**config.mk**
```make
export PLATFORM = sky130hd
export DESIGN_NAME = comment_strip_filter
export DESIGN_NICKNAME = d
export VERILOG_FILES = /design/src/hdl/cssf_pkg.sv /design/src/hdl/cssf_scan.sv /design/src/hdl/cssf_res_queue.sv /design/src/hdl/comment_strip_filter.sv
export VERILOG_INCLUDE_DIRS = /design/src /design/src/hdl
export SDC_FILE = /design/constraint.sdc
export NUM_CORES = 1
export LEC_CHECK = 0
export BUFFER_PORTS_ARGS = -buffer_cell sky130_fd_sc_hd__buf_2
export CORE_MARGIN = 2
export CORE_UTILIZATION = 25
export DETAILED_ROUTE_END_ITERATION = 10
export PLACE_DENSITY = 0.47
export SYNTH_ARGS = -nofsm -noshare
export SYNTH_HDL_FRONTEND = slang
export SYNTH_HIERARCHICAL = 1
export SYNTH_SLANG_ARGS = --single-unit
```
**constraint.sdc**
```tcl
create_clock -name clk -period 6.44 [get_ports clk]
set_input_delay 0.644 -clock clk [delete_from_list [all_inputs] [get_ports clk]]
set_output_delay 0.644 -clock clk [all_outputs]
set_load 0.05 [all_outputs]
```
**src/hdl/assert_macros.svh**
```systemverilog
// ----------------------------------------------------------------------------
// Assertion macros
// Shared concurrent assertion wrappers, clocked on clk, off during reset.
// ----------------------------------------------------------------------------
`ifndef ASSERT_MACROS_SVH
`define ASSERT_MACROS_SVH

// Immediate implication: cond holds in the same cycle as trig.
`define ASSERT_IMPLY(lbl, trig, cond, msg) \
	lbl: assert property (@(posedge clk) disable iff (!arst_n) (trig) |-> (cond)) \
		else $error(msg);

// Next-cycle implication: cond holds in the cycle after trig.
`define ASSERT_NEXT(lbl, trig, cond, msg) \
	lbl: assert property (@(posedge clk) disable iff (!arst_n) (trig) |=> (cond)) \
		else $error(msg);

`endif

```
**src/hdl/cssf_pkg.sv**
```systemverilog
// ----------------------------------------------------------------------------
// cssf_pkg
// Types and character constants shared by the comment strip filter.
// ----------------------------------------------------------------------------
package cssf_pkg;

	// Characters that steer the scan
	localparam logic [7:0] CH_QUOTE   = 8'h22;
	localparam logic [7:0] CH_NEWLINE = 8'h0A;
	localparam logic [7:0] CH_SLASH   = 8'h2F;
	localparam logic [7:0] CH_STAR    = 8'h2A;

	// Result queue geometry
	localparam int unsigned QDEPTH = 4;
	localparam int unsigned QAW    = $clog2(QDEPTH);
	localparam int unsigned QCW    = $clog2(QDEPTH + 1);

	// Scan mode, one-hot
	typedef enum logic [3:0] {
		MODE_TEXT   = 4'b0001,
		MODE_STRING = 4'b0010,
		MODE_LINE   = 4'b0100,
		MODE_BLOCK  = 4'b1000
	} mode_t;

	// Scanner state carried from byte to byte
	typedef struct packed {
		mode_t      mode;
		logic [7:0] held_char;
		logic       held_present;
		logic [7:0] char_before_held;
	} scan_state_t;

	// One result item
	typedef struct packed {
		logic [7:0] out_byte;
		logic       byte_valid;
		logic       out_last;
		logic       unclosed_comment;
	} result_t;

	// Queue writes requested for one accepted byte
	typedef struct packed {
		logic push_a;
		logic push_b;
	} push_t;

	// Queue status toward the top level
	typedef struct packed {
		logic not_empty;
		logic room2;
	} queue_status_t;

endpackage

```
**src/hdl/cssf_scan.sv**
```systemverilog
// ----------------------------------------------------------------------------
// cssf_scan
// Judges the held byte against the incoming byte, and on the final byte
// judges that byte too; produces up to two results and the next state.
// ----------------------------------------------------------------------------
module cssf_scan (
	input  cssf_pkg::scan_state_t state,
	input  logic [7:0]            in_byte,
	input  logic                  in_last,
	output cssf_pkg::scan_state_t state_next,
	output cssf_pkg::push_t       push,
	output cssf_pkg::result_t     res_a,
	output cssf_pkg::result_t     res_b
);

	typedef struct packed {
		logic            keep;
		cssf_pkg::mode_t mode;
	} judge_t;

	// Decide whether c is kept and where the mode goes
	function automatic judge_t judge(input cssf_pkg::mode_t mode, input logic [7:0] c,
			input logic [7:0] prev, input logic has_next, input logic [7:0] nxt);
		judge_t j;
		j.keep = 1'b1;
		j.mode = mode;
		unique case (mode)
			cssf_pkg::MODE_STRING: begin
				if (c == cssf_pkg::CH_QUOTE) j.mode = cssf_pkg::MODE_TEXT;
			end
			cssf_pkg::MODE_LINE: begin
				if (c == cssf_pkg::CH_NEWLINE) j.mode = cssf_pkg::MODE_TEXT;
				else j.keep = 1'b0;
			end
			cssf_pkg::MODE_BLOCK: begin
				j.keep = 1'b0;
				if (prev == cssf_pkg::CH_STAR && c == cssf_pkg::CH_SLASH)
					j.mode = cssf_pkg::MODE_TEXT;
			end
			default: begin
				if (c == cssf_pkg::CH_QUOTE) begin
					j.mode = cssf_pkg::MODE_STRING;
				end else if (has_next && c == cssf_pkg::CH_SLASH
						&& nxt == cssf_pkg::CH_SLASH) begin
					j.mode = cssf_pkg::MODE_LINE;
					j.keep = 1'b0;
				end else if (has_next && c == cssf_pkg::CH_SLASH
						&& nxt == cssf_pkg::CH_STAR) begin
					j.mode = cssf_pkg::MODE_BLOCK;
					j.keep = 1'b0;
				end
			end
		endcase
		return j;
	endfunction

	judge_t          jh;
	judge_t          jb;
	cssf_pkg::mode_t mode_h;
	logic [7:0]      prev_b;
	logic            keep_a;
	logic            keep_b;
	logic            bare;
	logic            unclosed;

	// Judge the held byte, then the final byte with no follower
	always_comb begin
		jh     = judge(state.mode, state.held_char, state.char_before_held, 1'b1, in_byte);
		mode_h = state.held_present ? jh.mode : state.mode;
		prev_b = state.held_present ? state.held_char : state.char_before_held;
		jb     = judge(mode_h, in_byte, prev_b, 1'b0, 8'h00);
	end

	// Build the result items
	always_comb begin
		keep_a   = state.held_present && jh.keep;
		keep_b   = in_last && jb.keep;
		bare     = in_last && !keep_a && !keep_b;
		unclosed = (jb.mode == cssf_pkg::MODE_LINE) || (jb.mode == cssf_pkg::MODE_BLOCK);

		push.push_a = keep_a;
		push.push_b = keep_b || bare;

		res_a.out_byte         = state.held_char;
		res_a.byte_valid       = 1'b1;
		res_a.out_last         = in_last && !keep_b;
		res_a.unclosed_comment = in_last && !keep_b && unclosed;

		res_b.out_byte         = keep_b ? in_byte : 8'h00;
		res_b.byte_valid       = keep_b;
		res_b.out_last         = 1'b1;
		res_b.unclosed_comment = unclosed;
	end

	// Advance the state, or return to reset at the end of a text
	always_comb begin
		if (in_last) begin
			state_next.mode             = cssf_pkg::MODE_TEXT;
			state_next.held_char        = 8'h00;
			state_next.held_present     = 1'b0;
			state_next.char_before_held = 8'h00;
		end else begin
			state_next.mode             = mode_h;
			state_next.held_char        = in_byte;
			state_next.held_present     = 1'b1;
			state_next.char_before_held = prev_b;
		end
	end

endmodule

```
**src/hdl/cssf_res_queue.sv**
```systemverilog
// ----------------------------------------------------------------------------
// cssf_res_queue
// Small result queue: takes up to two results a cycle, gives one a cycle on pop.
// ----------------------------------------------------------------------------
module cssf_res_queue (
	input  logic                    clk,
	input  logic                    arst_n,
	input  cssf_pkg::push_t         push,
	input  cssf_pkg::result_t       res_a,
	input  cssf_pkg::result_t       res_b,
	input  logic                    pop,
	output cssf_pkg::result_t       head,
	output cssf_pkg::queue_status_t status
);

	cssf_pkg::result_t            mem_q [cssf_pkg::QDEPTH];
	logic [cssf_pkg::QAW-1:0]     wptr_q;
	logic [cssf_pkg::QAW-1:0]     rptr_q;
	logic [cssf_pkg::QCW-1:0]     cnt_q;
	logic [cssf_pkg::QCW-1:0]     n_push;
	logic [cssf_pkg::QCW-1:0]     n_pop;
	logic [cssf_pkg::QAW-1:0]     wptr_p1;
	cssf_pkg::result_t            first;

	// Pack the pushed results in order
	always_comb begin
		n_push  = cssf_pkg::QCW'(push.push_a) + cssf_pkg::QCW'(push.push_b);
		n_pop   = cssf_pkg::QCW'(pop);
		first   = push.push_a ? res_a : res_b;
		wptr_p1 = wptr_q + cssf_pkg::QAW'(1);
	end

	// Store results
	always_ff @(posedge clk) begin
		if (push.push_a || push.push_b) mem_q[wptr_q] <= first;
		if (push.push_a && push.push_b) mem_q[wptr_p1] <= res_b;
	end

	// Advance pointers and fill count
	always_ff @(posedge clk or negedge arst_n) begin
		if (!arst_n) begin
			wptr_q <= '0;
			rptr_q <= '0;
			cnt_q  <= '0;
		end else begin
			wptr_q <= wptr_q + n_push[cssf_pkg::QAW-1:0];
			rptr_q <= rptr_q + n_pop[cssf_pkg::QAW-1:0];
			cnt_q  <= cnt_q + n_push - n_pop;
		end
	end

	assign head             = mem_q[rptr_q];
	assign status.not_empty = (cnt_q != '0);
	assign status.room2     = (cnt_q <= cssf_pkg::QCW'(cssf_pkg::QDEPTH - 2));

endmodule

```
**src/hdl/comment_strip_filter.sv**
```systemverilog
// ----------------------------------------------------------------------------
// comment_strip_filter
// Drops line and block comments from a byte stream, keeps string literals.
// ----------------------------------------------------------------------------
// One input byte is taken per clock while s_tready is high. Each byte is
// judged when the next one arrives, so a kept byte appears one transfer
// later; the byte marked last flushes the held byte and itself, and its
// final result carries tlast and the unclosed-comment flag. An accepted
// byte yields zero, one or two results, written in the same cycle into a
// four-entry result queue that drains one transfer per cycle while the
// output side is ready; the input side is ready while the queue has two
// free entries, so the block then sustains one byte per cycle.
// A slash-star-slash sequence opens and closes a block comment at once.
// ----------------------------------------------------------------------------
`include "assert_macros.svh"

module comment_strip_filter (
	input  logic       clk,
	input  logic       arst_n,
	// slave side
	input  logic       s_tvalid,
	output logic       s_tready,
	input  logic [7:0] s_tdata,   // [7:0] in_byte
	input  logic       s_tlast,   // in_last
	// master side
	output logic       m_tvalid,
	input  logic       m_tready,
	output logic [7:0] m_tdata,   // [7:0] out_byte
	output logic [1:0] m_tuser,   // [0] byte_valid, [1] unclosed_comment
	output logic       m_tlast    // out_last
);

	cssf_pkg::scan_state_t   state_q;
	cssf_pkg::scan_state_t   state_next;
	cssf_pkg::push_t         push_raw;
	cssf_pkg::push_t         push;
	cssf_pkg::result_t       res_a;
	cssf_pkg::result_t       res_b;
	cssf_pkg::result_t       head;
	cssf_pkg::queue_status_t qstat;
	logic                    s_xfer;

	assign s_tready = qstat.room2;
	assign s_xfer   = s_tvalid && s_tready;

	// Judge the incoming byte
	cssf_scan u_scan (
		.state      (state_q),
		.in_byte    (s_tdata),
		.in_last    (s_tlast),
		.state_next (state_next),
		.push       (push_raw),
		.res_a      (res_a),
		.res_b      (res_b)
	);

	// Update the scanner state on each transfer
	always_ff @(posedge clk or negedge arst_n) begin
		if (!arst_n) begin
			state_q.mode             <= cssf_pkg::MODE_TEXT;
			state_q.held_char        <= 8'h00;
			state_q.held_present     <= 1'b0;
			state_q.char_before_held <= 8'h00;
		end else if (s_xfer) begin
			state_q <= state_next;
		end
	end

	// Gate queue writes by the transfer
	always_comb begin
		push.push_a = push_raw.push_a && s_xfer;
		push.push_b = push_raw.push_b && s_xfer;
	end

	cssf_res_queue u_queue (
		.clk    (clk),
		.arst_n (arst_n),
		.push   (push),
		.res_a  (res_a),
		.res_b  (res_b),
		.pop    (m_tvalid && m_tready),
		.head   (head),
		.status (qstat)
	);

	// Drive the master side from the queue head
	assign m_tvalid   = qstat.not_empty;
	assign m_tdata    = head.out_byte;
	assign m_tuser[0] = head.byte_valid;
	assign m_tuser[1] = head.unclosed_comment;
	assign m_tlast    = head.out_last;

	`ASSERT_IMPLY(a_bare_is_last, m_tvalid && !m_tuser[0], m_tlast, "bare marker without tlast")
	`ASSERT_IMPLY(a_unclosed_is_last, m_tvalid && m_tuser[1], m_tlast, "unclosed flag before end")
	`ASSERT_NEXT(a_last_clears, s_xfer && s_tlast, !state_q.held_present, "held byte after end")
	`ASSERT_IMPLY(a_stall_has_data, !s_tready, m_tvalid, "input stalled with empty queue")

endmodule

```
==> impl_metrics.env, run 1 <==
export IMPL_maxSlewHeadroom_pct=23.6
export IMPL_clkSinkCount=72
export IMPL_critical_path_class="reg2reg"
export IMPL_root_buffer="clkbuf_16"
export IMPL_grt_pass1_wl_um=18000
export IMPL_ys_seq_area_share_pct=44.9
export IMPL_synth_common_cells="44 x edfxtp_1, 44 x o221ai_1, 36 x nand2_1"
export IMPL_max_freq_mhz=221
export IMPL_drt_iter0_markers=208
export IMPL_finalPower_w=0.00213
export IMPL_p_clk_share_pct=25.3
export IMPL_path_clk_slew_ps=60
export IMPL_design_core_area_um2=17800
export IMPL_htree_levels=3
export IMPL_die_area_um2=19100
export IMPL_wl_met2_um=5250
export IMPL_sw_frac_of_total_pct=38.8
export IMPL_die_y_um=138
export IMPL_gp_congestion=0.886
export IMPL_diodes=0
export IMPL_wirelength_um=11400
export IMPL_power_density_nw_per_um2=427
export IMPL_leakagePower_nw=1.88
export IMPL_synthFlopType="edfxtp_1"
export IMPL_synth_enable_flop_cells=44
export IMPL_pwr_share_comb_pct=37.0
export IMPL_rows=49
export IMPL_synth_avg_cell_area_um2=11.8
export IMPL_async_reset_ff_share_pct=38.9
export IMPL_cts_made_buffers=9
export IMPL_nFillCells=1830
export IMPL_tightest_slew_ps=1140
export IMPL_post_cts_setup_buffers=0
export IMPL_dp_hpwl_um=8120
export IMPL_status="finished clean"
export IMPL_ioPinCount=26
export IMPL_fin_crit_sh_pct=70.2
export IMPL_drt_pre_antenna_iters=4
export IMPL_grt_overflow=0
export IMPL_highest_layer="met4"
export IMPL_cts_tree="built"
export IMPL_fin_crit_ps=4520
export IMPL_grt_max_degree=32
export IMPL_r2r_setup_slack_ps=1920
export IMPL_yosysTopAreaCell="edfxtp_1"
export IMPL_synth_warnings=6
export IMPL_wl_met1_um=5530
export IMPL_irDropWorstVdd_mv=0.203
export IMPL_yosys_area_top_type_share_pct=29.3
export IMPL_cp_end_kind="register"
export IMPL_postRouteAntennaNets=0
export IMPL_critPathMaxFanout=24
export IMPL_die_w_um=138
export IMPL_slew_violations=0
export IMPL_drc=0
export IMPL_cts_path_max_buffers=2
export IMPL_fin_setup_tns_ps=0
export IMPL_viasPerCell=5.05
export IMPL_antenna_found_initial=0
export IMPL_cts_resized_gates=0
export IMPL_wl_met3_um=574
export IMPL_vias=3117
export IMPL_drive_gt1_share_pct=22.4
export IMPL_track_usage_pct=12.0
export IMPL_portBuffers=25
export IMPL_synth_seq_cells=72
export IMPL_critPathLaunchType="register"
export IMPL_reg2reg_to="u_queue/mem_q[3][5]"
export IMPL_setup_viol=0
export IMPL_required_ps=6390
export IMPL_seqPwrFrac_pct=37.7
export IMPL_synth_cell_types=63
export IMPL_clock_skew_ps=8.53
export IMPL_insertion_delay_ps=330
export IMPL_p_sw_w=0.000827
export IMPL_postCtsHoldBufs=0
export IMPL_drv_cap=0
export IMPL_hold_path_class="in2async"
export IMPL_hold_violations=0
export IMPL_rsz0062_at_grt="no"
export IMPL_r2r_cells=8
export IMPL_grt_pass1_vias=3079
export IMPL_layout_nets=404
export IMPL_syn_cell_area_um2=4510
export IMPL_final_util_pct=28.0
export IMPL_start_util_pct=25.3
export IMPL_syn2layout_area_growth_pct=11.1
export IMPL_synthCells=383
export IMPL_rr_startpoint="state_q[13]"
export IMPL_arrival_ps=4460
export IMPL_yosys_top_cells_area="edfxtp_1 29%, dfrtp_1 15%, o221ai_1 8.6%"
export IMPL_routedWlPerCell_um=18.5
export IMPL_p_int_w=0.00131
==> state kept, by name, summed over array words and instances, names as in the netlist <==
signal / cells
u_queue/mem_q: 44
state_q: 21
u_queue/cnt_q: 3
u_queue/rptr_q: 2
u_queue/wptr_q: 2
==> per-stage QoR <==
stage / std cells / area [µm²] / setup WS (ps) / hold slack [ps]
after floorplan: 384 / 4510 / 2550 / 348
after global routing: 617 / 5000 / 1660 / 401
after global placement: 601 / 4680 / 2020 / 480
final: 617 / 5000 / 1920 / 349
after detailed placement: 601 / 4680 / 1920 / 498
after CTS: 617 / 5000 / 1970 / 376
==> kinds of logic (layout without fill, tap and decap cells) <==
family / Yosys count / in the layout / share of synthesized area [%]
other cells: 1 / 2 / 0.0832
buf+inv: 48 / 52 / 6.16
fa+ha+maj: 8 / 8 / 2.39
flops: 72 / 72 / 44.9
xor+xnor: 7 / 7 / 1.36
compound gates: 77 / 77 / 14.2
mux: 42 / 42 / 14.7
simple gates: 128 / 128 / 16.2
==> layout make-up <==
type	instances	area [µm²]	share of cell area (%)
Clock buffer	9	225	4.50
Clock inverter	7	93.8	1.88
Inverter	11	41.3	0.825
Multi-Input combinational cell	264	2210	44.1
Sequential cell	72	2020	40.4
Tap cell	229	287	5.73
Timing Repair Buffer	25	125	2.50
==> worst max-delay path, stage by stage, from the launching register on <==
cell and delay (ps):
dfrtp_1 420, or4b_4 590, o31ai_1 310, nand3_1 130, a31oi_1 200, and3_2 480
ha_1 380, nand2b_1 530, a21boi_1 1070
==> power by group through the flow <==
stage / sequential [W] / combinational [W] / clock, W
after floorplan: 0.000697 / 0.000766 / 0
final: 0.000805 / 0.000789 / 0.000541
after global placement: 0.000809 / 0.000791 / 0
after CTS: 0.000804 / 0.000799 / 0.000550
after detailed placement: 0.000813 / 0.000799 / 0
after global routing: 0.000829 / 0.000856 / 0.000568
==> placed cells by master (no fill, tap or decap), types with 8 or more instances in the layout <==
| master | n |
|---|---|
| nor2_1 | 16 |
| mux2_4 | 20 |
| a21oi_1 | 14 |
| o221ai_1 | 44 |
| mux4_2 | 11 |
| clkbuf_16 | 9 |
| dfrtp_1 | 27 |
| inv_1 | 11 |
| edfxtp_1 | 44 |
| nand2b_1 | 25 |
| buf_2 | 25 |
| nor2b_1 | 8 |
| mux2i_1 | 9 |
| nand2_1 | 36 |
==> metal layers <==
metal	GRT usage, %	vias up
met5	0	-
met4	2.69	0
met3	3.12	6
met2	18.1	94
met1	17.4	1549
li1	-	1468
==> how the worst max path moves through the flow <==
| stage | start | endpoint | slack, ps | cells after the start |
|---|---|---|---|---|
| finish | state_q[13] | u_queue/mem_q[3][5] | 1920 | 8 |
| global route | state_q[13] | u_queue/mem_q[3][5] | 1660 | 8 |
| CTS | state_q[13] | u_queue/mem_q[3][5] | 1970 | 8 |
| detailed placement | s_tdata[4] | u_queue/mem_q[3][4] | 1920 | 9 |
| global placement | s_tdata[4] | u_queue/mem_q[3][4] | 2020 | 9 |
| floorplan | s_tdata[4] | u_queue/cnt_q[2] | 2550 | 16 |
Power figures use the tool's default switching activity.
==> inputs of run 2 (changes only) <==
--- a/config.mk
+++ b/config.mk
@@ -10,7 +10,7 @@
 export CORE_MARGIN = 2
 export CORE_UTILIZATION = 25
 export DETAILED_ROUTE_END_ITERATION = 10
-export PLACE_DENSITY = 0.47
+export PLACE_DENSITY = 0.49
 export SYNTH_ARGS = -nofsm -noshare
 export SYNTH_HDL_FRONTEND = slang
 export SYNTH_HIERARCHICAL = 1
==> constraint.sdc (replaced) <==
create_clock -name clk -period 4 [get_ports clk]
set_input_delay 0.4 -clock clk [delete_from_list [all_inputs] [get_ports clk]]
set_output_delay 0.4 -clock clk [all_outputs]
set_load 0.05 [all_outputs]
==> impl_metrics.env, run 2 (synthesis gave the netlist of run 1 again) <==
export IMPL_cts_path_max_buffers=2
export IMPL_cp_end_kind="register"
export IMPL_cts_made_buffers=9
export IMPL_syn2layout_area_growth_pct=12.1
export IMPL_fin_crit_ps=3660
export IMPL_arrival_ps=3920
export IMPL_slew_violations=0
export IMPL_track_usage_pct=12.0
export IMPL_multi_input_area_um2=2210
export IMPL_critPathMaxFanout=5
export IMPL_rows=49
export IMPL_fin_setup_tns_ps=0
export IMPL_portBuffers=25
export IMPL_hold_violations=0
export IMPL_clkSinkCount=72
export IMPL_dp_hpwl_um=7850
export IMPL_die_y_um=138
export IMPL_die_w_um=138
export IMPL_cts_resized_gates=0
export IMPL_seq_area_um2=2020
export IMPL_drt_iter0_markers=267
export IMPL_clock_skew_ps=6.99
export IMPL_maxSlewHeadroom_pct=43.1
export IMPL_htree_levels=3
export IMPL_hold_path_class="in2async"
export IMPL_power_density_nw_per_um2=671
export IMPL_required_ps=4260
export IMPL_path_clk_slew_ps=60
export IMPL_tightest_slew_ps=854
export IMPL_insertion_delay_ps=340
export IMPL_viasPerCell=5.07
export IMPL_postRouteAntennaNets=0
export IMPL_start_util_pct=25.3
export IMPL_design_core_area_um2=17800
export IMPL_routedWlPerCell_um=17.8
export IMPL_largest_register_ffs=44
export IMPL_diodes=0
export IMPL_setup_viol=0
export IMPL_wirelength_um=11200
export IMPL_gp_congestion=0.902
export IMPL_root_buffer="clkbuf_16"
export IMPL_irDropWorstVdd_mv=0.196
export IMPL_vias=3181
export IMPL_r2r_cells=14
export IMPL_largestRegisters="u_queue/mem_q (44), state_q (21), u_queue/cnt_q (3)"
export IMPL_nFillCells=1826
export IMPL_grt_pass1_wl_um=18000
export IMPL_postCtsHoldBufs=0
export IMPL_grt_pass1_vias=3151
export IMPL_grt_max_degree=32
export IMPL_critical_path_class="reg2reg"
export IMPL_layout_common_cells="44 x o221ai_1, 44 x edfxtp_1, 36 x nand2_1"
export IMPL_leakagePower_nw=1.92
export IMPL_layout_nets=414
export IMPL_grt_overflow=0
export IMPL_drt_pre_antenna_iters=5
export IMPL_drv_cap=0
export IMPL_antenna_found_initial=0
export IMPL_post_cts_setup_buffers=0
export IMPL_critPathLaunchType="register"
export IMPL_drc=0
export IMPL_ioPinCount=26
export IMPL_final_util_pct=28.3
export IMPL_top_register="u_queue/mem_q"
export IMPL_drive_gt1_share_pct=24.1
export IMPL_die_area_um2=19100
export IMPL_fin_crit_sh_pct=91.5
export IMPL_max_freq_mhz=273
export IMPL_cts_tree="built"
export IMPL_rsz0062_at_grt="no"
export IMPL_status="finished clean"
==> run 2: layer usage <==
metal,vias up,part of all wire (%),global-route usage [%]
met5,-,0,0
met4,0,1.2,2.79
met3,11,4.3,3.60
met2,78,46,19.2
met1,1603,48,16.1
li1,1489,-,-
==> run 2: power by group <==
part / switching (W) / internal, W / total (W)
clock network: 0.000313 / 0.000483 / 0.000796
registers: 0.000289 / 0.00100 / 0.00129
logic: 0.000730 / 0.000571 / 0.00130
total: 0.00133 / 0.00206 / 0.00339
==> run 2: metrics by stage <==
step / power (W) / instance area [µm²] / worst slack, ps / hold WS (ps) / cells
floorplan: 0.00236 / 4510 / 316 / 104 / 384
global placement: 0.00259 / 4760 / 393 / 470 / 611
detailed placement: 0.00262 / 4760 / 326 / 482 / 611
CTS: 0.00343 / 5050 / 351 / 108 / 627
global route: 0.00359 / 5050 / 148 / 143 / 627
finish: 0.00339 / 5050 / 339 / 95.5 / 627
==> run 2: cell type report <==
cell class / instances / area share (%)
Clock buffer: 11 / 4.61
Timing Repair Buffer: 35 / 3.96
Inverter: 11 / 0.818
Sequential cell: 72 / 40.1
Clock inverter: 5 / 1.14
Multi-Input combinational cell: 264 / 43.7
Tap cell: 229 / 5.67
==> run 2: final timing paths <==
check,startpoint,end,slack (ps)
max,state_q[13],u_queue/cnt_q[2],340
min,arst_n,u_queue/rptr_q[0],100
max reg2reg,state_q[13],u_queue/cnt_q[2],340
min reg2reg,u_queue/cnt_q[2],u_queue/cnt_q[2],510
max in group asynchronous,arst_n,state_q[18],3470
min in group clk,m_tready,u_queue/rptr_q[0],460
==> run 2: worst max-delay path, cell delays in order (launching register included) <==
cell and delay [ps]:
dfrtp_1 430, or4b_4 590, or4_1 550, nor2_1 180
a31oi_1 110, and3_2 260, inv_1 60, ha_1 140
inv_1 40, ha_1 270, inv_1 40, ha_1 190
fa_1 380, xnor2_1 190, xnor2_1 140
==> inputs of run 3 (changes only) <==
--- a/config.mk
+++ b/config.mk
@@ -7,10 +7,13 @@
 export NUM_CORES = 1
 export LEC_CHECK = 0
 export BUFFER_PORTS_ARGS = -buffer_cell sky130_fd_sc_hd__buf_2
+export CELL_PAD_IN_SITES_DETAIL_PLACEMENT = 1
+export CELL_PAD_IN_SITES_GLOBAL_PLACEMENT = 1
 export CORE_MARGIN = 2
 export CORE_UTILIZATION = 25
 export DETAILED_ROUTE_END_ITERATION = 10
-export PLACE_DENSITY = 0.49
+export GPL_TIMING_DRIVEN = 0
+export PLACE_DENSITY = 0.55
 export SYNTH_ARGS = -nofsm -noshare
 export SYNTH_HDL_FRONTEND = slang
 export SYNTH_HIERARCHICAL = 1
==> impl_metrics.env, run 3 (synthesis gave the netlist of run 1 again) <==
export IMPL_fin_crit_ps=3810
export IMPL_cpPeakStageDelay_ps=710
export IMPL_top_register="u_queue/mem_q"
export IMPL_insertion_delay_ps=350
export IMPL_cp_end_kind="register"
export IMPL_hold_violations=0
export IMPL_grt_pass1_wl_um=20500
export IMPL_max_freq_mhz=262
export IMPL_portBuffers=24
export IMPL_ioPinCount=26
export IMPL_routedWlPerCell_um=19.6
export IMPL_critPathMaxFanout=11
export IMPL_htree_levels=3
export IMPL_critPathBufInv=3
export IMPL_drt_iter0_markers=221
export IMPL_finalPower_w=0.00373
export IMPL_irDropWorstVdd_mv=0.249
export IMPL_crit_chain="or3b_2 > o31ai_4 > nand3_1 > a31oi_2 > buf_4 > and3_4 > ha_1 > nand2b_1 > buf_2 > buf_4 > a21oi_2"
export IMPL_wirelength_um=13000
export IMPL_status="finished clean"
export IMPL_layout_common_cells="44 x o221ai_1, 44 x edfxtp_1, 36 x nand2_1"
export IMPL_rows=49
export IMPL_cpMostUsedCell="buf_4"
export IMPL_largestRegisters="u_queue/mem_q (44), state_q (21), u_queue/cnt_q (3)"
export IMPL_design_core_area_um2=17800
export IMPL_viasPerCell=5.13
export IMPL_largest_register_ffs=44
export IMPL_fin_crit_sh_pct=95.3
export IMPL_nFillCells=1961
export IMPL_clock_skew_ps=5.72
export IMPL_drc=0
export IMPL_grt_max_degree=29
export IMPL_syn2layout_area_growth_pct=19.3
export IMPL_hold_path_class="in2async"
export IMPL_grt_overflow=0
export IMPL_diodes=0
export IMPL_die_y_um=138
export IMPL_critical_path_class="reg2reg"
export IMPL_root_buffer="clkbuf_16"
export IMPL_antenna_found_initial=0
export IMPL_setup_viol=0
export IMPL_tightest_slew_ps=877
export IMPL_die_w_um=138
export IMPL_holdWs_ps=88.5
export IMPL_required_ps=3970
export IMPL_critPathLaunchType="register"
export IMPL_grt_pass1_vias=3563
export IMPL_power_density_nw_per_um2=694
export IMPL_arrival_ps=3780
export IMPL_path_clk_slew_ps=60
export IMPL_cts_made_buffers=9
export IMPL_slowest_stage="a21oi_2"
export IMPL_drv_cap=0
export IMPL_track_usage_pct=13.8
export IMPL_slew_violations=0
export IMPL_final_util_pct=30.1
export IMPL_vias=3392
export IMPL_drive_gt1_share_pct=30.8
export IMPL_gp_congestion=0.821
export IMPL_drt_pre_antenna_iters=6
export IMPL_postCtsHoldBufs=0
export IMPL_maxSlewHeadroom_pct=41.5
export IMPL_leakagePower_nw=2.07
export IMPL_cts_path_max_buffers=2
export IMPL_rsz0062_at_grt="no"
export IMPL_dp_hpwl_um=9080
export IMPL_path_delay_family="compound AO/OA/AOI/OAI gates"
export IMPL_layout_nets=448
export IMPL_postRouteAntennaNets=0
export IMPL_clkSinkCount=72
export IMPL_start_util_pct=25.3
export IMPL_die_area_um2=19100
export IMPL_cts_tree="built"
[run 3: cell types whose count changed in the layout (fill, tap and decap cells not counted), moves of 3 or more]
cell	previous run	this run
buf_2	25	32
dfrtp_1	27	23
dfrtp_2	0	4
clkbuf_1	2	8
buf_4	10	27
buf_6	0	3
[run 3: power by group]
group          internal (W)  switching [W]
Clock              0.000611       0.000321
Combinational      0.000691       0.000938
Sequential          0.00101       0.000158
[run 3: cell type report]
type / count / area, µm² / area share (%)
Buffer: 37 / 243 / 4.51
Tap cell: 229 / 287 / 5.33
Sequential cell: 72 / 2030 / 37.7
Clock inverter: 5 / 106 / 1.98
Multi-Input combinational cell: 264 / 2260 / 42.0
Inverter: 11 / 41.3 / 0.768
Clock buffer: 11 / 233 / 4.33
Timing Repair Buffer: 32 / 180 / 3.35
[run 3: path summary, 6_finish.rpt]
check | start | to | slack, ps | depth (start not counted)
min in group clk | m_tready | u_queue/rptr_q[0] | 430 | 3
worst min-delay path | arst_n | state_q[2] | 90 | 1
max in group asynchronous | arst_n | state_q[16] | 3430 | 1
worst max-delay path | state_q[9] | u_queue/mem_q[1][3] | 190 | 11
worst min register to register | u_queue/cnt_q[2] | u_queue/cnt_q[2] | 500 | 1
worst max register to register | state_q[9] | u_queue/mem_q[1][3] | 190 | 11
[run 3: timing repair]
action                     4_1_cts  5_1_grt
setup endpoints to repair       23       23
hold endpoints to repair         0        0
resized for setup                7        7
setup buffers                    3        5
pin swaps                        2        3
[run 3: layer usage]
| metal | vias to the layer above | GRT usage (%) | wire, µm |
|---|---|---|---|
| met1 | 1698 | 18.7 | 5960 |
| met3 | 29 | 3.36 | 679 |
| met5 | - | 0 | 0 |
| met4 | 0 | 5.80 | 364 |
| met2 | 115 | 21.1 | 5970 |
| li1 | 1550 | - | - |
[run 3: through the flow]
step                TNS [ps]  setup WS, ps  instance area [µm²]  std cells
global placement      -11460          -526                 4920        637
floorplan                  0           316                 4510        384
CTS                        0         0.174                 5300        656
global route               0          46.8                 5380        661
finish                     0           189                 5380        661
detailed placement     -1330          -203                 4920        637
